[src/hdl/pmst_pkg.sv]
// shared constants and types of the spanning tree block
package pmst_pkg;

    localparam int MAX_NODES_DEF   = 8;
    localparam int WEIGHT_BITS_DEF = 16;

    // status of one relaxation step
    typedef struct packed {
        logic upd;   // key of the visited node lowered
        logic take;  // visited node is the new best candidate
    } pmst_relax_t;

endpackage

[src/hdl/pmst_ram.sv]
// single write port, single registered read port memory
module pmst_ram #(
    parameter int DEPTH = 64,
    parameter int WIDTH = 16
) (
    input  logic                     aclk,
    input  logic                     we,
    input  logic [$clog2(DEPTH)-1:0] waddr,
    input  logic [WIDTH-1:0]         wdata,
    input  logic [$clog2(DEPTH)-1:0] raddr,
    output logic [WIDTH-1:0]         rdata
);

    logic [WIDTH-1:0] mem [DEPTH];

    always_ff @(posedge aclk) begin
        if (we) begin
            mem[waddr] <= wdata;
        end
        rdata <= mem[raddr];
    end

endmodule

[src/hdl/pmst_relax.sv]
// shared relax and minimum compare unit, one node per cycle
module pmst_relax #(
    parameter int WEIGHT_BITS = 16
) (
    input  logic [WEIGHT_BITS-1:0] edge_w,
    input  logic [WEIGHT_BITS-1:0] key,
    input  logic                   key_valid,
    input  logic                   taken,
    input  logic                   best_found,
    input  logic [WEIGHT_BITS-1:0] best_key,
    output logic [WEIGHT_BITS-1:0] new_key,
    output pmst_pkg::pmst_relax_t  flags
);

    logic upd;
    logic new_valid;

    always_comb begin
        upd       = (edge_w != '0) && !taken && (!key_valid || (edge_w < key));
        new_key   = upd ? edge_w : key;
        new_valid = key_valid || upd;
        flags.upd  = upd;
        flags.take = !taken && new_valid && (!best_found || (new_key < best_key));
    end

endmodule

[src/hdl/prim_minimum_spanning_tree_top.sv]
// A matrix entry without tlast is stored and gives no result. The tlast entry
// starts the search: one pass per tree node, each pass taking every active node
// through the shared relax unit. Each tree edge then goes through ST_OUT_RD,
// ST_OUT_LD and ST_OUT_WAIT, where it waits on m_tready. No input is taken
// during search or output.
// Reset (aresetn low, synchronous) clears control and sets node_count to MAX_NODES.
module prim_minimum_spanning_tree_top #(
    parameter int MAX_NODES   = pmst_pkg::MAX_NODES_DEF,
    parameter int WEIGHT_BITS = pmst_pkg::WEIGHT_BITS_DEF,
    localparam int NB    = $clog2(MAX_NODES),
    localparam int CB    = $clog2(MAX_NODES + 1),
    localparam int IN_W  = ((2 * NB + WEIGHT_BITS + 7) / 8) * 8,
    localparam int OUT_W = ((2 * NB + WEIGHT_BITS + 7) / 8) * 8
) (
    input  logic             aclk,
    input  logic             aresetn,
    input  logic             cfg_valid,
    output logic             cfg_ready,
    input  logic [CB-1:0]    cfg_data,   // node_count
    input  logic             s_tvalid,
    output logic             s_tready,
    input  logic [IN_W-1:0]  s_tdata,    // row_node, col_node, edge_weight
    input  logic             s_tlast,    // load_done
    output logic             m_tvalid,
    input  logic             m_tready,
    output logic [OUT_W-1:0] m_tdata,    // parent_node, child_node, tree_weight
    output logic             m_tuser,    // unreachable
    output logic             m_tlast     // last_edge
);

    localparam int WB = WEIGHT_BITS;
    localparam int KW = NB + WB;

    typedef enum logic [2:0] {
        ST_IDLE,
        ST_PASS,
        ST_OUT_RD,
        ST_OUT_LD,
        ST_OUT_WAIT
    } state_t;

    state_t               state_reg, state_next;
    logic [CB-1:0]        count_reg, count_next;
    logic [CB-1:0]        k_reg, k_next;
    logic [NB-1:0]        pick_reg, pick_next;
    logic                 p_valid_reg, p_valid_next;
    logic [NB-1:0]        p_idx_reg, p_idx_next;
    logic                 best_found_reg, best_found_next;
    logic [WB-1:0]        best_key_reg, best_key_next;
    logic [NB-1:0]        best_idx_reg, best_idx_next;
    logic [MAX_NODES-1:0] key_valid_reg, key_valid_next;
    logic [MAX_NODES-1:0] in_tree_reg, in_tree_next;
    logic                 m_tvalid_reg, m_tvalid_next;
    logic [OUT_W-1:0]     m_tdata_reg, m_tdata_next;
    logic                 m_tuser_reg, m_tuser_next;
    logic                 m_tlast_reg, m_tlast_next;

    logic [NB-1:0]        in_row, in_col;
    logic [WB-1:0]        in_w;
    logic                 load_fire, in_range;
    logic [CB-1:0]        n_act;
    logic [WB-1:0]        w_rd;
    logic [KW-1:0]        k_rd;
    logic                 k_we;
    logic [WB-1:0]        new_key;
    pmst_pkg::pmst_relax_t flags;
    logic                 found;
    logic [NB-1:0]        found_idx;
    logic                 reached;

    assign in_row    = s_tdata[NB-1:0];
    assign in_col    = s_tdata[2*NB-1:NB];
    assign in_w      = s_tdata[2*NB+WB-1:2*NB];
    assign s_tready  = (state_reg == ST_IDLE);
    assign cfg_ready = 1'b1;
    assign load_fire = s_tvalid && s_tready;
    assign in_range  = (CB'(in_row) < CB'(MAX_NODES)) && (CB'(in_col) < CB'(MAX_NODES));

    always_comb begin
        if (count_reg < CB'(2)) begin
            n_act = CB'(2);
        end else if (count_reg > CB'(MAX_NODES)) begin
            n_act = CB'(MAX_NODES);
        end else begin
            n_act = count_reg;
        end
    end

    pmst_ram #(
        .DEPTH (2 ** (2 * NB)),
        .WIDTH (WB)
    ) u_wmem (
        .aclk  (aclk),
        .we    (load_fire && in_range),
        .waddr ({in_row, in_col}),
        .wdata (in_w),
        .raddr ({pick_reg, k_reg[NB-1:0]}),
        .rdata (w_rd)
    );

    assign k_we = (state_reg == ST_PASS) && p_valid_reg && flags.upd;

    pmst_ram #(
        .DEPTH (2 ** NB),
        .WIDTH (KW)
    ) u_kmem (
        .aclk  (aclk),
        .we    (k_we),
        .waddr (p_idx_reg),
        .wdata ({pick_reg, w_rd}),
        .raddr (k_reg[NB-1:0]),
        .rdata (k_rd)
    );

    pmst_relax #(
        .WEIGHT_BITS (WB)
    ) u_relax (
        .edge_w     (w_rd),
        .key        (k_rd[WB-1:0]),
        .key_valid  (key_valid_reg[p_idx_reg]),
        .taken      (in_tree_reg[p_idx_reg]),
        .best_found (best_found_reg),
        .best_key   (best_key_reg),
        .new_key    (new_key),
        .flags      (flags)
    );

    assign found     = best_found_reg || flags.take;
    assign found_idx = flags.take ? p_idx_reg : best_idx_reg;
    assign reached   = in_tree_reg[k_reg[NB-1:0]];

    always_comb begin
        state_next      = state_reg;
        count_next      = count_reg;
        k_next          = k_reg;
        pick_next       = pick_reg;
        p_valid_next    = 1'b0;
        p_idx_next      = p_idx_reg;
        best_found_next = best_found_reg;
        best_key_next   = best_key_reg;
        best_idx_next   = best_idx_reg;
        key_valid_next  = key_valid_reg;
        in_tree_next    = in_tree_reg;
        m_tvalid_next   = m_tvalid_reg;
        m_tdata_next    = m_tdata_reg;
        m_tuser_next    = m_tuser_reg;
        m_tlast_next    = m_tlast_reg;

        if (cfg_valid && cfg_ready) begin
            count_next = cfg_data;
        end

        case (state_reg)
            ST_IDLE: begin
                if (load_fire && s_tlast) begin
                    key_valid_next  = '0;
                    in_tree_next    = MAX_NODES'(1);
                    pick_next       = '0;
                    k_next          = '0;
                    best_found_next = 1'b0;
                    state_next      = ST_PASS;
                end
            end
            ST_PASS: begin
                if (k_reg < n_act) begin
                    k_next       = k_reg + CB'(1);
                    p_valid_next = 1'b1;
                    p_idx_next   = k_reg[NB-1:0];
                end
                if (p_valid_reg) begin
                    if (flags.upd) begin
                        key_valid_next[p_idx_reg] = 1'b1;
                    end
                    if (flags.take) begin
                        best_found_next = 1'b1;
                        best_key_next   = new_key;
                        best_idx_next   = p_idx_reg;
                    end
                    if (CB'(p_idx_reg) == n_act - CB'(1)) begin
                        p_valid_next    = 1'b0;
                        best_found_next = 1'b0;
                        if (found) begin
                            in_tree_next[found_idx] = 1'b1;
                            pick_next = found_idx;
                            k_next    = '0;
                        end else begin
                            k_next     = CB'(1);
                            state_next = ST_OUT_RD;
                        end
                    end
                end
            end
            ST_OUT_RD: begin
                state_next = ST_OUT_LD;
            end
            ST_OUT_LD: begin
                m_tdata_next = '0;
                m_tdata_next[NB-1:0]       = reached ? k_rd[KW-1:WB] : '0;
                m_tdata_next[2*NB-1:NB]    = k_reg[NB-1:0];
                m_tdata_next[2*NB+WB-1:2*NB] = reached ? k_rd[WB-1:0] : '0;
                m_tuser_next  = !reached;
                m_tlast_next  = (k_reg == n_act - CB'(1));
                m_tvalid_next = 1'b1;
                state_next    = ST_OUT_WAIT;
            end
            ST_OUT_WAIT: begin
                if (m_tready) begin
                    m_tvalid_next = 1'b0;
                    if (m_tlast_reg) begin
                        state_next = ST_IDLE;
                    end else begin
                        k_next     = k_reg + CB'(1);
                        state_next = ST_OUT_RD;
                    end
                end
            end
            default: begin
                state_next = ST_IDLE;
            end
        endcase
    end

    always_ff @(posedge aclk) begin
        if (!aresetn) begin
            state_reg      <= ST_IDLE;
            count_reg      <= CB'(MAX_NODES);
            k_reg          <= '0;
            pick_reg       <= '0;
            p_valid_reg    <= 1'b0;
            best_found_reg <= 1'b0;
            key_valid_reg  <= '0;
            in_tree_reg    <= '0;
            m_tvalid_reg   <= 1'b0;
            m_tlast_reg    <= 1'b0;
        end else begin
            state_reg      <= state_next;
            count_reg      <= count_next;
            k_reg          <= k_next;
            pick_reg       <= pick_next;
            p_valid_reg    <= p_valid_next;
            best_found_reg <= best_found_next;
            key_valid_reg  <= key_valid_next;
            in_tree_reg    <= in_tree_next;
            m_tvalid_reg   <= m_tvalid_next;
            m_tlast_reg    <= m_tlast_next;
        end
        p_idx_reg    <= p_idx_next;
        best_key_reg <= best_key_next;
        best_idx_reg <= best_idx_next;
        m_tdata_reg  <= m_tdata_next;
        m_tuser_reg  <= m_tuser_next;
    end

    assign m_tvalid = m_tvalid_reg;
    assign m_tdata  = m_tdata_reg;
    assign m_tuser  = m_tuser_reg;
    assign m_tlast  = m_tlast_reg;

endmodule

[config.mk]
export PLATFORM = sky130hd
export DESIGN_NAME = prim_minimum_spanning_tree_top
export DESIGN_NICKNAME = d
export VERILOG_FILES = /design/src/hdl/pmst_pkg.sv /design/src/hdl/pmst_ram.sv /design/src/hdl/pmst_relax.sv /design/src/hdl/prim_minimum_spanning_tree_top.sv
export SDC_FILE = /design/constraint.sdc
export NUM_CORES = 1
export LEC_CHECK = 0
export BUFFER_PORTS_ARGS = -buffer_cell sky130_fd_sc_hd__buf_4
export CAP_MARGIN = 15
export CORE_MARGIN = 10
export CORE_UTILIZATION = 40
export DETAILED_ROUTE_END_ITERATION = 10
export SLEW_MARGIN = 15
export SYNTH_ARGS = -nofsm -noshare
export SYNTH_HDL_FRONTEND = slang
export SYNTH_SLANG_ARGS = --single-unit
[constraint.sdc]
create_clock -name aclk -period 11.6 [get_ports aclk]
set_input_delay 1.16 -clock aclk [delete_from_list [all_inputs] [get_ports aclk]]
set_output_delay 1.16 -clock aclk [all_outputs]
set_load 0.05 [all_outputs]
==> impl_metrics.ini <==
[die]
initial_core_utilization_pct = 40.4
fp.coreArea_mm2 = 0.124
ioPinCount = 63
floorplan.die.width_um = 374
die_height_um = 374
die_outline_area_mm2 = 0.140
std_cell_rows = 129

[drt]
drcViolationCount = 0
wl_per_cell_um = 26.3
ant_nets = 0
avgViaCountPerCell = 5.55
routed_wire_length_um = 110000
drt_pre_antenna_iters = 6
dr_total_vias = 23300
first_iter_violations = 2470

[clock_tree]
tritoncts.num_buffers = 133
clockRootBuffer = clkbuf_16
cts-htree-levels = 4
cts.path.max_buffers = 3
clock_sinks = 1290
cts_tree = done
cts_resized = 0
path_clk_slew_ns = 0.06
worst_skew_pair.late_latency_ns = 0.73
post_cts_buffers = 0
holdBufCountCts = 0

[grt]
grt_antenna_before_repair = 4
grt_start_max_net_pins = 132
grt_pass1_vias = 24000
globalRoute.totalOverflow = 0
grt.total_usage_pct = 15.6
grt_pass1_wl_um = 163000

[final_layout]
final_layout_size_suffix_gt1_share_pct = 30.3
fillers = 10200
syn_to_final_growth_pct = 14.6
largest_register_ffs = 1024
finish.net_count = 2518

[synthesis]
synth-seq-cells = 1290
synth_top_cell_by_area = edfxtp_1
synthDistinctLibCells = 68
synth_edf_count = 1221
synthesis.instances = 2280
yosysWarningCount = 0
synthesis.area_per_instance_um2 = 22.0
synth_ff_type = edfxtp_1
fraction_of_synthesis_flops_using_an_asynchronous_set_or_reset_pin_pct = 0
yosys.area.top_type_share_pct = 73.2
ys_seq_area_share_pct = 76.0
synth_top_cells_by_count = edfxtp_1, mux4_2, nor2_1
netlist_area_mm2 = 0.0501
post-synth-top-count-cell = edfxtp_1
post_synth_main_area_contributors = edfxtp_1, mux4_2, dfxtp_1

[placement]
place.gp.congestion = 0.804
hpwlAfterDp_um = 64600
place.port_buffers = 57
place_worst_setup_slack_ns = 5.56

[power_and_ir_drop]
pwrdens_mw_per_mm2 = 175
sequentialPowerShare_pct = 51.4
switching_power_w = 0.00206
power.share.clock_pct = 43.7
cellInternalPower_w = 0.00799
power.leakage_nw = 17.8
power.switching_fraction_pct = 20.5
irDropWorstVdd_mv = 0.191
combinationalPowerShare_pct = 4.9

[critical_path]
crit_type = reg2reg
worstPathMaxFanout = 30
worst_ep_arrival_time_ns = 6.37
setup.worst_path.start_class = register
crit_required_ns = 11.94
endpoint_kind = register

[run]
max_cap_violations = 0

[timing]
finalHoldViolCount = 0
finalWorstSetupSlack_ns = 5.57
final-setup-viol-count = 0
maxSlewHeadroom_pct = 27.1
setup_total_negative_slack_ns = 0
maxSlewViolCount = 0
max_slew.worst_pin.slew_ns = 1.09
fmax_mhz = 166
setup_repair_after_global_routing_missed_its_margin = no
finalCriticalPeriod_ns = 6.03
clock-skew-final_ns = 0.0309
fraction_of_the_cycle_the_final_worst_path_needs_pct = 52.0

[outcome]
outcome = finished clean

[min_path]
holdCritPathClass = reg2reg
## routing by layer
layer,share of wire (%),GRT usage (%),vias to the layer above
li1,-,-,9874
met1,43,21.6,12500
met3,6.3,2.88,149
met4,1.7,3.87,2
met2,49,25.6,782
met5,0.012,0,-
## cell usage in the layout, fill, tap and decap left out, drive strengths merged, types with 11 or more instances in the layout
cell type	netlist	routed
clkbuf	70	167
bufinv	0	18
o21ai	34	34
nor2	126	126
nand2	50	50
edfxtp	1221	1221
mux2	23	23
mux4	376	376
inv	45	47
buf	45	147
a21oi	16	16
dfxtp	69	69
nor2b	16	16
ha	36	36
clkinv	0	48
nand3	11	11
## worst paths after layout
| check | start | endpoint | slack [ns] | cells after the start |
|---|---|---|---|---|
| max | u_wmem.rdata[5]$_DFF_P_ | best_key_reg[4]$_DFFE_PP_ | 5.57 | 16 |
| min reg2reg | m_tvalid$_SDFFE_PN0P_ | m_tvalid$_SDFFE_PN0P_ | 0.48 | 2 |
| max reg2reg | u_wmem.rdata[5]$_DFF_P_ | best_key_reg[4]$_DFFE_PP_ | 5.57 | 16 |
| min | m_tvalid$_SDFFE_PN0P_ | m_tvalid$_SDFFE_PN0P_ | 0.48 | 2 |
## through the flow
step	std cells	instance area [um2]	power [W]	hold slack, ns	utilization, %
6_report	4192	57400	0.0100	0.475	46.3
3_5_place_dp	3950	52800	0.00576	0.470	42.6
2_1_floorplan	2281	50100	0.00557	0.436	-
5_1_grt	4190	57400	0.0104	0.510	46.3
3_3_place_gp	3950	52800	0.00574	0.451	42.6
4_1_cts	4190	57400	0.0101	0.481	46.3
## logic make-up after synthesis
group	after synthesis	share of synthesized area [%]
and+or+nand+nor	270	2.55
xor gates and xnor gates	5	0.115
muxes	407	17.6
AOI/OAI and AO/OA	110	1.56
other	2	0.0150
DFF	1290	76.0
adders and majority gates	36	0.900
buffers and inverters	160	1.27
## power by group through the flow
stage	sequential, W	clock, W	combinational [W]
2_1_floorplan	0.00524	0	0.000327
3_3_place_gp	0.00526	0	0.000485
3_5_place_dp	0.00526	0	0.000498
4_1_cts	0.00516	0.00448	0.000500
5_1_grt	0.00516	0.00467	0.000534
6_report	0.00516	0.00439	0.000491
## worst max-delay path, cell delays in order (launching register included)
cell and delay [ns]:
dfxtp_1 0.63, ha_1 0.35, and3_1 0.18, o211ai_1 0.19, a41oi_1 0.21, or4_4 0.58, a21oi_2 0.31, buf_4 0.32
nand2_1 0.08, o21ai_0 0.13, ha_1 0.30, a211oi_1 0.25, o21ai_0 0.14, a221o_1 0.34, a2111oi_2 0.55, a311o_2 0.40
and2_1 0.68
## cell type report
type | instances | area (um2) | area share (%)
Multi-Input combinational cell | 831 | 11400 | 19.9
Clock inverter | 73 | 881 | 1.54
Timing Repair Buffer | 147 | 1120 | 1.95
Sequential cell | 1290 | 38100 | 66.3
Tap cell | 1637 | 2050 | 3.57
Inverter | 45 | 169 | 0.294
Clock buffer | 167 | 3680 | 6.41
Antenna cell | 2 | 5.00 | 0.00872
(Power assumes the default switching activity.)
